$ cat src/hdl/oprd_pkg.sv
// shared types and constants for the optical pulse rate detector
`timescale 1ns / 1ps
package oprd_pkg;
    localparam int unsigned LP_B = 16072;
    localparam int unsigned LP_A = 33392;
    localparam int unsigned MS_PER_MIN = 60000;

    localparam logic [1:0] CFG_MIN = 2'd0;
    localparam logic [1:0] CFG_MAX = 2'd1;
    localparam logic [1:0] CFG_ALPHA = 2'd2;

    typedef enum logic [1:0] {
        PH_IDLE = 2'd0,
        PH_UP   = 2'd1,
        PH_DOWN = 2'd2
    } t_phase;

    typedef enum logic [2:0] {
        DIV_NONE = 3'd0,
        DIV_MEAN = 3'd1,
        DIV_BPM  = 3'd2,
        DIV_AVG  = 3'd3
    } t_div_sel;

    typedef struct packed {
        logic dc_step;
        logic mean_step;
        logic lp_mul;
        logic lp_step;
        logic det_step;
        logic div_start;
        t_div_sel div_sel;
        logic rate_push;
        logic avg_take;
        logic out_load;
        logic res_load;
    } t_cmd;

    typedef struct packed {
        logic div_done;
        logic beat_end;
        logic span_zero;
    } t_sts;
endpackage

$ cat src/hdl/oprd_divider.sv
// restoring divider, one quotient bit per cycle, unsigned magnitudes
`timescale 1ns / 1ps
module oprd_divider
    import oprd_pkg::*;
(
    input  logic        i_clk,
    input  logic        i_rst_n,
    input  logic        i_start,
    input  logic [39:0] i_num,
    input  logic [39:0] i_den,
    output logic        o_done,
    output logic [39:0] o_quot
);
    logic [39:0] r_rem, n_rem;
    logic [39:0] r_quot, n_quot;
    logic [39:0] r_den;
    logic [5:0]  r_cnt;
    logic        r_busy;
    logic        r_done;
    logic [40:0] w_trial;

    assign w_trial = {r_rem, r_quot[39]};
    always_comb begin
        if (w_trial >= {1'b0, r_den}) begin
            n_rem  = 40'(w_trial - {1'b0, r_den});
            n_quot = {r_quot[38:0], 1'b1};
        end else begin
            n_rem  = w_trial[39:0];
            n_quot = {r_quot[38:0], 1'b0};
        end
    end

    always_ff @(posedge i_clk) begin
        if (!i_rst_n) begin
            r_busy <= 1'b0;
            r_done <= 1'b0;
            r_cnt  <= '0;
        end else begin
            r_done <= 1'b0;
            if (i_start) begin
                r_busy <= 1'b1;
                r_cnt  <= 6'd40;
                r_rem  <= '0;
                r_quot <= i_num;
                r_den  <= i_den;
            end else if (r_busy) begin
                r_rem  <= n_rem;
                r_quot <= n_quot;
                r_cnt  <= r_cnt - 6'd1;
                if (r_cnt == 6'd1) begin
                    r_busy <= 1'b0;
                    r_done <= 1'b1;
                end
            end
        end
    end
    assign o_done = r_done;
    assign o_quot = r_quot;
endmodule

$ cat src/hdl/oprd_datapath.sv
// filter chain, beat detector registers and rate averaging
`timescale 1ns / 1ps
module oprd_datapath
    import oprd_pkg::*;
#(
    parameter int MEAN_WINDOW = 16,
    parameter int RATE_WINDOW = 8
) (
    input  logic               i_clk,
    input  logic               i_rst_n,
    input  t_cmd               i_cmd,
    output t_sts               o_sts,
    input  logic               i_cfg_we,
    input  logic [1:0]         i_cfg_index,
    input  logic [15:0]        i_cfg_data,
    input  logic [15:0]        i_ir_sample,
    input  logic [31:0]        i_time_ms,
    output logic               o_beat,
    output logic [15:0]        o_bpm_average,
    output logic signed [31:0] o_filtered_value
);
    localparam int MW = (MEAN_WINDOW > 1) ? $clog2(MEAN_WINDOW) : 1;
    localparam int MF = $clog2(MEAN_WINDOW + 1);
    localparam int RW = (RATE_WINDOW > 1) ? $clog2(RATE_WINDOW) : 1;
    localparam int RF = $clog2(RATE_WINDOW + 1);
    localparam int MT = 32 + MF;
    localparam int RT = 16 + RF;

    logic [15:0] r_min, r_max, r_alpha;
    logic [31:0] r_dc;
    logic [31:0] r_time;
    logic signed [31:0] r_mean_ring [MEAN_WINDOW];
    logic signed [MT-1:0] r_mean_total;
    logic [MW-1:0] r_mean_slot;
    logic [MF-1:0] r_mean_fill;
    logic signed [31:0] r_d;
    logic signed [33:0] r_m;
    logic signed [31:0] r_lp_old, r_lp_new;
    logic signed [63:0] r_pb, r_pa;
    logic signed [31:0] r_fv;
    t_phase r_phase;
    logic signed [31:0] r_prev;
    logic [31:0] r_peak, r_prior;
    logic [15:0] r_rate_ring [RATE_WINDOW];
    logic [RT-1:0] r_rate_total;
    logic [RW-1:0] r_rate_slot;
    logic [RF-1:0] r_rate_fill;
    logic [15:0] r_rate_cur;
    logic r_beat_end;
    logic r_beat;
    logic [15:0] r_bpm_q;
    logic r_mean_neg;
    logic r_o_beat;
    logic [15:0] r_o_bpm;
    logic signed [31:0] r_o_fv;

    logic [47:0] w_prod;
    logic [32:0] w_sum;
    logic [31:0] w_w;
    logic signed [33:0] w_diff;
    logic signed [MT-1:0] w_total;
    logic [39:0] w_num, w_den, w_quot;
    logic w_div_done;
    logic signed [64:0] w_t;
    logic signed [64:0] w_fl;
    logic signed [31:0] w_lpn;
    logic signed [32:0] w_s;
    logic signed [32:0] w_sq;
    logic [31:0] w_span;
    logic signed [33:0] w_mq;
    logic signed [32:0] w_min_s, w_max_s;

    oprd_divider u_div (
        .i_clk   (i_clk),
        .i_rst_n (i_rst_n),
        .i_start (i_cmd.div_start),
        .i_num   (w_num),
        .i_den   (w_den),
        .o_done  (w_div_done),
        .o_quot  (w_quot)
    );

    assign w_prod = 48'(r_alpha) * 48'(r_dc);
    assign w_sum = 33'(i_ir_sample) + 33'(w_prod[47:16]);
    assign w_w = w_sum[32] ? 32'hFFFF_FFFF : w_sum[31:0];
    assign w_diff = 34'(w_w) - 34'(r_dc);
    assign w_total = r_mean_total - MT'(r_mean_ring[r_mean_slot]) + MT'(r_d);
    assign w_span = r_peak - r_prior;
    assign w_min_s = $signed({17'd0, r_min});
    assign w_max_s = $signed({17'd0, r_max});

    always_comb begin
        w_num = '0;
        w_den = 40'd1;
        unique case (i_cmd.div_sel)
            DIV_MEAN: begin
                w_num = 40'(r_mean_neg ? -r_mean_total : r_mean_total);
                w_den = 40'(r_mean_fill);
            end
            DIV_BPM: begin
                w_num = 40'(MS_PER_MIN);
                w_den = 40'(w_span);
            end
            DIV_AVG: begin
                w_num = 40'(r_rate_total);
                w_den = 40'(r_rate_fill);
            end
            default: ;
        endcase
    end

    assign w_mq = r_mean_neg ? -34'(w_quot) : 34'(w_quot);
    assign w_t = 65'(r_pb) + 65'(r_pa) + 65'sd32768;
    assign w_fl = w_t >>> 16;
    assign w_lpn = (w_fl > 65'sd2147483647) ? 32'sh7FFF_FFFF :
                   (w_fl < -65'sd2147483648) ? 32'sh8000_0000 : 32'(w_fl);
    assign w_s = 33'(r_lp_old) + 33'(w_lpn);
    assign w_sq = (w_s + ((w_s < 0) ? 33'sd255 : 33'sd0)) >>> 8;

    always_ff @(posedge i_clk) begin
        if (!i_rst_n) begin
            r_min <= 16'd100;
            r_max <= 16'd2000;
            r_alpha <= 16'd62259;
            r_dc <= '0;
            for (int i = 0; i < MEAN_WINDOW; i++) r_mean_ring[i] <= '0;
            r_mean_total <= '0;
            r_mean_slot <= '0;
            r_mean_fill <= '0;
            r_lp_old <= '0;
            r_lp_new <= '0;
            r_phase <= PH_IDLE;
            r_prev <= '0;
            r_peak <= '0;
            r_prior <= '0;
            for (int i = 0; i < RATE_WINDOW; i++) r_rate_ring[i] <= '0;
            r_rate_total <= '0;
            r_rate_slot <= '0;
            r_rate_fill <= '0;
            r_rate_cur <= '0;
            r_beat_end <= 1'b0;
            r_beat <= 1'b0;
            r_o_beat <= 1'b0;
            r_o_bpm <= '0;
            r_o_fv <= '0;
        end else begin
            if (i_cfg_we) begin
                unique case (i_cfg_index)
                    CFG_MIN: r_min <= i_cfg_data;
                    CFG_MAX: r_max <= i_cfg_data;
                    CFG_ALPHA: r_alpha <= i_cfg_data;
                    default: ;
                endcase
            end
            if (i_cmd.dc_step) begin
                r_dc <= w_w;
                r_time <= i_time_ms;
                r_d <= (w_diff > 34'sd2147483647) ? 32'sh7FFF_FFFF :
                       (w_diff < -34'sd2147483648) ? 32'sh8000_0000 : 32'(w_diff);
            end
            if (i_cmd.mean_step) begin
                r_mean_ring[r_mean_slot] <= r_d;
                r_mean_total <= w_total;
                r_mean_neg <= w_total < 0;
                r_mean_slot <= (r_mean_slot == MW'(MEAN_WINDOW - 1)) ? '0 : r_mean_slot + 1'b1;
                if (r_mean_fill < MF'(MEAN_WINDOW)) r_mean_fill <= r_mean_fill + 1'b1;
            end
            if (i_cmd.lp_mul) begin
                r_m <= w_mq - 34'(r_d);
            end
            if (i_cmd.lp_step) begin
                r_pb <= 64'(r_m) * 64'(LP_B * 256);
                r_pa <= 64'(r_lp_new) * 64'(LP_A);
                r_lp_old <= r_lp_new;
            end
            if (i_cmd.det_step) begin
                r_lp_new <= w_lpn;
                r_fv <= 32'(w_sq);
                r_beat_end <= 1'b0;
                r_beat <= 1'b0;
                if (w_sq > w_max_s) begin
                    r_phase <= PH_IDLE;
                    r_prev <= '0;
                    r_peak <= '0;
                    r_prior <= '0;
                end else begin
                    unique case (r_phase)
                        PH_UP: begin
                            if (w_sq > 33'(r_prev)) begin
                                r_peak <= r_time;
                                r_prev <= 32'(w_sq);
                            end else begin
                                r_beat_end <= 1'b1;
                                r_beat <= 1'b1;
                                r_phase <= PH_DOWN;
                            end
                        end
                        PH_DOWN: begin
                            if (w_sq < w_min_s) r_phase <= PH_IDLE;
                            r_prev <= 32'(w_sq);
                        end
                        default: begin
                            r_phase <= (w_sq >= w_min_s) ? PH_UP : PH_IDLE;
                            r_prev <= 32'(w_sq);
                        end
                    endcase
                end
            end
            if (i_cmd.rate_push) begin
                r_bpm_q <= (w_span == '0) ? 16'd0 : w_quot[15:0];
                r_prior <= r_peak;
            end
            if (i_cmd.avg_take) begin
                r_rate_cur <= w_quot[15:0];
            end
            if (i_cmd.out_load && r_beat_end) begin
                r_rate_ring[r_rate_slot] <= r_bpm_q;
                r_rate_total <= r_rate_total - RT'(r_rate_ring[r_rate_slot]) + RT'(r_bpm_q);
                r_rate_slot <= (r_rate_slot == RW'(RATE_WINDOW - 1)) ? '0 : r_rate_slot + 1'b1;
                if (r_rate_fill < RF'(RATE_WINDOW)) r_rate_fill <= r_rate_fill + 1'b1;
                r_beat_end <= 1'b0;
            end
            if (i_cmd.res_load) begin
                r_o_beat <= r_beat;
                r_o_bpm <= r_rate_cur;
                r_o_fv <= r_fv;
            end
        end
    end

    assign o_sts.div_done = w_div_done;
    assign o_sts.beat_end = r_beat_end;
    assign o_sts.span_zero = (w_span == '0);
    assign o_beat = r_o_beat;
    assign o_bpm_average = r_o_bpm;
    assign o_filtered_value = r_o_fv;
endmodule

$ cat src/hdl/oprd_ctrl.sv
// sequencing state machine for one sample
`timescale 1ns / 1ps
module oprd_ctrl
    import oprd_pkg::*;
(
    input  logic i_clk,
    input  logic i_rst_n,
    input  logic i_valid,
    output logic o_ready,
    output logic o_valid,
    input  logic i_ready,
    input  t_sts i_sts,
    output t_cmd o_cmd
);
    typedef enum logic [12:0] {
        S_IDLE  = 13'b0000000000001,
        S_MEAN  = 13'b0000000000010,
        S_MDIV  = 13'b0000000000100,
        S_MWAIT = 13'b0000000001000,
        S_LPM   = 13'b0000000010000,
        S_DET   = 13'b0000000100000,
        S_BDIV  = 13'b0000001000000,
        S_BWAIT = 13'b0000010000000,
        S_PUSH  = 13'b0000100000000,
        S_AWAIT = 13'b0001000000000,
        S_OUT   = 13'b0010000000000,
        S_LPS   = 13'b0100000000000,
        S_LOAD  = 13'b1000000000000
    } t_state;

    t_state r_state, n_state;
    logic r_out_valid;

    always_comb begin
        n_state = r_state;
        o_cmd = '0;
        unique case (r_state)
            S_IDLE: if (i_valid) begin
                o_cmd.dc_step = 1'b1;
                n_state = S_MEAN;
            end
            S_MEAN: begin o_cmd.mean_step = 1'b1; n_state = S_MDIV; end
            S_MDIV: begin
                o_cmd.div_start = 1'b1;
                o_cmd.div_sel = DIV_MEAN;
                n_state = S_MWAIT;
            end
            S_MWAIT: if (i_sts.div_done) begin
                o_cmd.lp_mul = 1'b1;
                n_state = S_LPM;
            end
            S_LPM: begin o_cmd.lp_step = 1'b1; n_state = S_LPS; end
            S_LPS: begin o_cmd.det_step = 1'b1; n_state = S_DET; end
            S_DET: n_state = i_sts.beat_end ? S_BDIV : S_LOAD;
            S_BDIV: begin
                o_cmd.div_start = !i_sts.span_zero;
                o_cmd.div_sel = DIV_BPM;
                n_state = S_BWAIT;
            end
            S_BWAIT: if (i_sts.span_zero || i_sts.div_done) begin
                o_cmd.div_sel = DIV_BPM;
                o_cmd.rate_push = 1'b1;
                n_state = S_PUSH;
            end
            S_PUSH: begin
                o_cmd.out_load = 1'b1;
                n_state = S_AWAIT;
            end
            S_AWAIT: begin
                o_cmd.div_sel = DIV_AVG;
                o_cmd.div_start = 1'b1;
                n_state = S_OUT;
            end
            S_OUT: if (i_sts.div_done) begin
                o_cmd.avg_take = 1'b1;
                n_state = S_LOAD;
            end
            S_LOAD: if (!r_out_valid || i_ready) begin
                o_cmd.res_load = 1'b1;
                n_state = S_IDLE;
            end
            default: n_state = S_IDLE;
        endcase
    end

    always_ff @(posedge i_clk) begin
        if (!i_rst_n) begin
            r_state <= S_IDLE;
            r_out_valid <= 1'b0;
        end else begin
            r_state <= n_state;
            if (o_cmd.res_load) r_out_valid <= 1'b1;
            else if (i_ready) r_out_valid <= 1'b0;
        end
    end

    assign o_ready = (r_state == S_IDLE);
    assign o_valid = r_out_valid;
endmodule

$ cat src/hdl/optical_pulse_rate_detector_core.sv
// top level of the optical pulse rate detector
`timescale 1ns / 1ps
// Each accepted sample gives one result. A sample that ends no pulse runs
// only the running-mean division; one that ends a pulse also runs the
// 60000/interval rate division, skipped when that pulse has a zero
// interval, and then the rate-average division. All three use the shared
// 40-step restoring divider. The result sits in an output register until
// taken, so the next sample is accepted and processed meanwhile; its own
// result waits until that register is free.
module optical_pulse_rate_detector_core
    import oprd_pkg::*;
#(
    parameter int MEAN_WINDOW = 16,
    parameter int RATE_WINDOW = 8
) (
    input  logic               i_clk,
    input  logic               i_rst_n,
    input  logic               i_cfg_we,
    input  logic [1:0]         i_cfg_index,
    input  logic [15:0]        i_cfg_data,
    input  logic               i_valid,
    output logic               o_ready,
    input  logic [15:0]        i_ir_sample,
    input  logic [31:0]        i_time_ms,
    output logic               o_valid,
    input  logic               i_ready,
    output logic               o_beat,
    output logic [15:0]        o_bpm_average,
    output logic signed [31:0] o_filtered_value
);
    t_cmd w_cmd;
    t_sts w_sts;

    oprd_ctrl u_ctrl (
        .i_clk   (i_clk),
        .i_rst_n (i_rst_n),
        .i_valid (i_valid),
        .o_ready (o_ready),
        .o_valid (o_valid),
        .i_ready (i_ready),
        .i_sts   (w_sts),
        .o_cmd   (w_cmd)
    );

    oprd_datapath #(
        .MEAN_WINDOW (MEAN_WINDOW),
        .RATE_WINDOW (RATE_WINDOW)
    ) u_dp (
        .i_clk            (i_clk),
        .i_rst_n          (i_rst_n),
        .i_cmd            (w_cmd),
        .o_sts            (w_sts),
        .i_cfg_we         (i_cfg_we),
        .i_cfg_index      (i_cfg_index),
        .i_cfg_data       (i_cfg_data),
        .i_ir_sample      (i_ir_sample),
        .i_time_ms        (i_time_ms),
        .o_beat           (o_beat),
        .o_bpm_average    (o_bpm_average),
        .o_filtered_value (o_filtered_value)
    );
endmodule

$ cat config.mk
export PLATFORM = sky130hd
export DESIGN_NAME = optical_pulse_rate_detector_core
export DESIGN_NICKNAME = d
export VERILOG_FILES = /design/src/hdl/oprd_pkg.sv /design/src/hdl/oprd_divider.sv /design/src/hdl/oprd_datapath.sv /design/src/hdl/oprd_ctrl.sv /design/src/hdl/optical_pulse_rate_detector_core.sv
export SDC_FILE = /design/constraint.sdc
export NUM_CORES = 2
export LEC_CHECK = 0
export ABC_CLOCK_PERIOD_IN_PS = 35100
export BUFFER_PORTS_ARGS = -buffer_cell sky130_fd_sc_hd__buf_2
export CORE_ASPECT_RATIO = 1.2
export CORE_MARGIN = 3
export CORE_UTILIZATION = 40
export CTS_BUF_LIST = sky130_fd_sc_hd__clkbuf_2 sky130_fd_sc_hd__clkbuf_4 sky130_fd_sc_hd__clkbuf_8
export CTS_CLUSTER_SIZE = 14
export DETAILED_ROUTE_END_ITERATION = 8
export PLACE_DENSITY = 0.53
export SYNTH_ARGS = -nofsm -noshare
export SYNTH_HDL_FRONTEND = slang
export SYNTH_HIERARCHICAL = 1
export SYNTH_SLANG_ARGS = --single-unit
export TNS_END_PERCENT = 100
$ cat constraint.sdc
create_clock -name i_clk -period 35.1 [get_ports i_clk]
set_input_delay 7.02 -clock i_clk [delete_from_list [all_inputs] [get_ports i_clk]]
set_output_delay 7.02 -clock i_clk [all_outputs]
set_load 0.01 [all_outputs]
---- Word-level counts from Yosys, hierarchy flattened ----
Memories as Yosys holds them, arrays and structs flattened. A register that Yosys moved wholly into a read port is not among the register bits.
Cells that the tools add are included.
word-level totals
  register bits after elaboration ......... 770
  bits in latches ......................... 0
  memory bits (writable) .................. 640
  ROM bits ................................ 0
  input port bits ......................... 71
  output and inout bits ................... 51
  memories kept ........................... 2
memory list
  memory            depth  width  read ports  clocked after Yosys merged registers in  wr ports  RTL line             text
  u_dp.r_mean_ring  16     32     1           1                                        16        oprd_datapath.sv:32  logic signed [31:0] r_mean_ring [MEAN_WINDOW];
  u_dp.r_rate_ring  8      16     1           1                                        8         oprd_datapath.sv:44  logic [15:0] r_rate_ring [RATE_WINDOW];
operators by class
  $add $sub $neg .......................... 20
  $mul .................................... 3
  div/mod/pow operators ................... 0
  magnitude comparators ................... 13
  eq/ne operators ......................... 31
  shift operators ......................... 0
  multiplexer cells ....................... 80
  bitwise operators ....................... 2
  reduce and logical (&&, ||, !) cells .... 37
operators by type and width
  kind                      count
  $mux W32                  14
  $mux W40                  5
  $pmux W13 S13             1
  $pmux W40 S3              1
  $pmux W32 S3              1
  $mux W13                  6
  $add A64 B64 Y65          1
  $add A65 B17 Y65 const B  1
  $mul A64 B11 Y53 const B  1
  $mul A64 B12 Y60 const B  1
  $gt A49 B32 Y1 const B    1
  $lt A49 B32 Y1 const B    1
  $mul A16 B32 Y48          1
  $ge A41 B40 Y1            1
  $neg A37 Y40              1
  $sub A40 B40 Y40          1
  $add A37 B32 Y37          1
  $lt A37 B1 Y1 const B     1
  $sub A37 B32 Y37          1
  $gt A34 B32 Y1 const B    1
  $lt A34 B32 Y1 const B    1
  $mux W34                  1
  $neg A34 Y34              1
  $sub A34 B32 Y34          1
  other kinds (64)          140

---- Longest topological paths before layout ----
  word-level depth ........................ 13
  depth in mapped cells ................... 58
  gate-level depth less buffers ........... 54

---- Hierarchy ----
Netlist, hierarchy kept.
by module, submodules not included
  module         instances  cells each  area each (sq um)
  oprd_datapath  1          8884        95063.7
  oprd_divider   1          674         7469.7
  oprd_ctrl      1          134         1079.8

---- Worst setup path after synthesis ----
OpenSTA, ideal clock, no wires.
  kind .................................... in2reg
  start point ............................. input port i_ir_sample[0]
  end point ............................... register u_dp.r_d[21], data pin
  library setup time ...................... 0.274 ns
  arrival time ............................ 13.490 ns
  required time ........................... 34.826 ns
  slack ................................... 21.336 ns
  cell stages on the path ................. 33
  path buffers ............................ 4
  path through ............................ ha_1 -> fa_1 -> a21o_1 -> a21oi_1 -> o21bai_1 -> a21oi_1 -> o21bai_1 -> a21oi_1 -> o21bai_1 -> a21boi_0 -> o21ai_0 -> a311o_1 -> nand4_4 -> or4_1 -> buf_2 -> or3_4 -> buf_6 -> buf_2 -> nand2_1 -> ha_1 -> o21ai_0 -> a21oi_1 -> o21a_1 -> o21ai_0 -> o21ai_0 -> a211oi_1 -> o31a_1 -> a31oi_1 -> a41o_1 -> o41a_1 -> o41ai_1 -> clkbuf_1 -> o21ai_0
between the ends
  cells in the longest elaborated chain, start to end .. 5
RTL lines
  what                  RTL line                                text
  start, declared       optical_pulse_rate_detector_core.sv:23  input logic [15:0] i_ir_sample,
  $add A16 B32 Y33 *    oprd_datapath.sv:84                     assign w_sum = 33'(i_ir_sample) + 33'(w_prod[47:16]);
  $mux W32 *            oprd_datapath.sv:85                     assign w_w = w_sum[32] ? 32'hFFFF_FFFF : w_sum[31:0];
  via u_dp.w_w[2]       oprd_datapath.sv:59                     logic [31:0] w_w;
  $sub A32 B32 Y33 *    oprd_datapath.sv:86                     assign w_diff = 34'(w_w) - 34'(r_dc);
  $lt A34 B32 Y1        oprd_datapath.sv:159                    (w_diff < -34'sd2147483648) ? 32'sh8000_0000 : 32'(w_diff);
  $mux W32              oprd_datapath.sv:159
  end signal, assigned  oprd_datapath.sv:158                    r_d <= (w_diff > 34'sd2147483647) ? 32'sh7FFF_FFFF :
  end, declared         oprd_datapath.sv:36                     logic signed [31:0] r_d;
The timed path passes the listed nets; every way through them passes the cells marked *.
A chain may end at the register's enable or synchronous reset.

---- Worst setup path after layout ----
  start point ............................. input port i_ir_sample[0]
  end point ............................... register u_dp.r_d[22], data pin
Same word-level chain as after synthesis.

==> results.cfg <==
[status]
status = complete, no violations

[timing]
timing.fmax_mhz = 66.6
setup_slack_ns = 20.09
tightest_slew_ns = 1.23
min_period_ns = 15.01
fin_skew_ns = 0.151
fin_setup_tns_ns = 0
hold-worst-slack_ns = 0.379
setup_viol = 0
slew_headroom = 0.181
rsz0062_at_grt = false
hold_viol = 0
finalCritPeriodShare = 0.428
timing.final.max_slew_violations = 0

[final_layout]
fin_nets = 11300
drive_above_1_share = 0.109
area_delta_synth_final_pct = 8.96
stdcell_count = 13300

[worst_setup_path]
rrSetupSlack_ns = 20.09
setup.worst_path.start_class = primary input
worstPathArrival_ns = 15.67
cpPeakStageDelay_ns = 0.67
required_ns = 35.76
crit_path_top_delay_cell = or4_1
cp-end-kind = flip-flop
crit_fanout = 57
worst-setup-path-type = primary input to flip-flop
timing.critical_path.mode_cell = o21ai_0

[die]
ios = 122
core_um2 = 258000
dieHeight_um = 564
fp.dieW_um = 471
die-area_um2 = 265000
start_util = 0.402
row_count = 204

[clock_tree]
clockBufferDepth = 4
cts_setup_buffers = 0
clk_pin_slew_worst_paths_ns = 0.06
cts_buffers = 240
cts_resized = 0
clock-sinks = 1403
hold_buffers = 0
worstSkewPairLatency_ns = 1.04
cts_tree = done
cts-root-buf = clkbuf_8
cts_htree_levels = 4

[synth]
synth_ff_type = edfxtp_1
syn_area_per_cell_um2 = 10.7
ys_seq_area_frac = 0.368
netlist_area_um2 = 104000
synth_edf_count = 1006
yosysUniqueCellTypes = 115
synthArstFlopShare = 0
syn_inst = 9692
ys_ff_latch = 1403
ys_warn_count = 6

[drt]
drt_pass1_iterations = 6
drc = 0
wl_per_cell_um = 21.5
final_antenna_net_count = 0
viasPerCell = 5.45
dr.first_iter.drc_count = 4575
vias = 72400
totalWireLength_mm = 286

[global_route]
use_met2 = 0.383
grt_antenna_before_repair = 12
grt_max_degree = 97
grt_util_met1 = 0.276
grt_pass1_vias = 76100
grt_busiest_layer = met2
grt_pass1_wl_mm = 448
met3_usage = 0.0275
grt.overflow.total = 0
grt_usage = 0.216

[placed_design]
dpl.cell_count = 12800
dp_hpwl_mm = 203
dp_slack_ns = 19.04
globalplace.congestion = 0.850
io_buffer_count = 121

[flow_run]
cap_violations = 0

[min_path]
worstHoldPathType = flip-flop to flip-flop
-- cells by family after synthesis --
logic type                 share of synthesized area
muxes                                         0.0625
xor gates and xnor gates                      0.0388
other                                      0.0000725
and+or+nand+nor                                0.133
AOI/OAI and AO/OA                             0.0924
DFF                                            0.368
buffers and inverters                         0.0622
adders and majority gates                      0.243
-- placed cells by master, fill, tap and decap left out, types with 76 or more instances in the layout --
master | synthesis | layout
inv_1 | 1105 | 1104
edfxtp_1 | 1006 | 1006
nand2_1 | 810 | 805
ha_1 | 790 | 790
fa_1 | 762 | 762
nor3_1 | 510 | 510
nor2_1 | 497 | 495
a21oi_1 | 398 | 396
dfxtp_1 | 397 | 390
xnor2_1 | 311 | 311
and2_1 | 267 | 264
clkbuf_8 | 0 | 259
o21ai_0 | 244 | 231
mux4_2 | 192 | 192
nor4_1 | 179 | 178
buf_4 | 17 | 154
xor2_1 | 148 | 148
mux2i_1 | 145 | 145
a21o_1 | 125 | 125
a22o_1 | 123 | 123
buf_2 | 23 | 120
nand3_1 | 115 | 114
clkinv_1 | 34 | 81
o21a_1 | 77 | 76
-- metal layers --
layer / vias up / wire length, um
li1: 33900 / -
met1: 36500 / 120000
met2: 1663 / 144000
met3: 404 / 14100
met4: 0 / 7970
met5: - / 0
-- final timing paths --
check                                             end  cells past startpoint               start
worst max register to register           u_dp/r_d[22]                     50     u_dp/r_alpha[5]
worst min-delay path            u_dp/o_bpm_average[2]                      2  u_dp/r_rate_cur[2]
worst max-delay path                     u_dp/r_d[22]                     34      i_ir_sample[0]
worst min register to register  u_dp/o_bpm_average[2]                      2  u_dp/r_rate_cur[2]
-- cells in the mapped netlist (59+ instances only) --
| master | number | area share |
|---|---|---|
| inv_1 | 1105 | 0.040 |
| edfxtp_1 | 1006 | 0.29 |
| nand2_1 | 810 | 0.029 |
| ha_1 | 790 | 0.095 |
| fa_1 | 762 | 0.15 |
| nor3_1 | 510 | 0.025 |
| nor2_1 | 497 | 0.018 |
| clkbuf_1 | 444 | 0.016 |
| a21oi_1 | 398 | 0.019 |
| dfxtp_1 | 397 | 0.077 |
| xnor2_1 | 311 | 0.026 |
| and2_1 | 267 | 0.016 |
| o21ai_0 | 244 | 0.012 |
| mux4_2 | 192 | 0.042 |
| nor4_1 | 179 | 0.011 |
| xor2_1 | 148 | 0.013 |
| mux2i_1 | 145 | 0.014 |
| a21o_1 | 125 | 0.0091 |
| a22o_1 | 123 | 0.010 |
| nand3_1 | 115 | 0.0056 |
| o21a_1 | 77 | 0.0056 |
| nor2b_1 | 67 | 0.0040 |
| mux2_2 | 62 | 0.0067 |
| nand4_1 | 59 | 0.0036 |
-- sequential cells by signal (all words and copies together) (netlist names), 37 cells and up, named ones only --
register	count
u_dp/u_div/o_quot	40
u_dp/r_rate_ring	128
u_dp/r_pa	53
u_dp/u_div/r_rem	40
u_dp/r_mean_ring	512
u_dp/r_mean_total	37
u_dp/r_pb	53
u_dp/u_div/r_den	40
-- cell type report --
type                            count  area (um^2)
Antenna cell                        4         10.0
Clock buffer                      332         4110
Clock inverter                    108          866
Fill cell                       24200       145000
Inverter                         1140         4290
Multi-Input combinational cell   6627        59400
Sequential cell                  1403        38200
Tap cell                         3399         4250
Timing Repair Buffer              274         1760
-- per-stage QoR --
stage	instance area (um^2)	util
after floorplan	104000	-
after global placement	108000	0.419
after detailed placement	108000	0.419
after CTS	113000	0.438
after global routing	113000	0.438
final	113000	0.438
-- critical path: cells and delay by family --
| kind | cells | cell delay [ns] |
|---|---|---|
| adders and majority gates | 3 | 0.63 |
| and+or+nand+nor | 6 | 2.01 |
| AOI/OAI and AO/OA | 22 | 5.45 |
| xor gates and xnor gates | 1 | 0.09 |
| buffers and inverters | 2 | 0.40 |
Power is not shown: default switching activity piles up to over one toggle a cycle in this logic, so the estimate is an artifact.
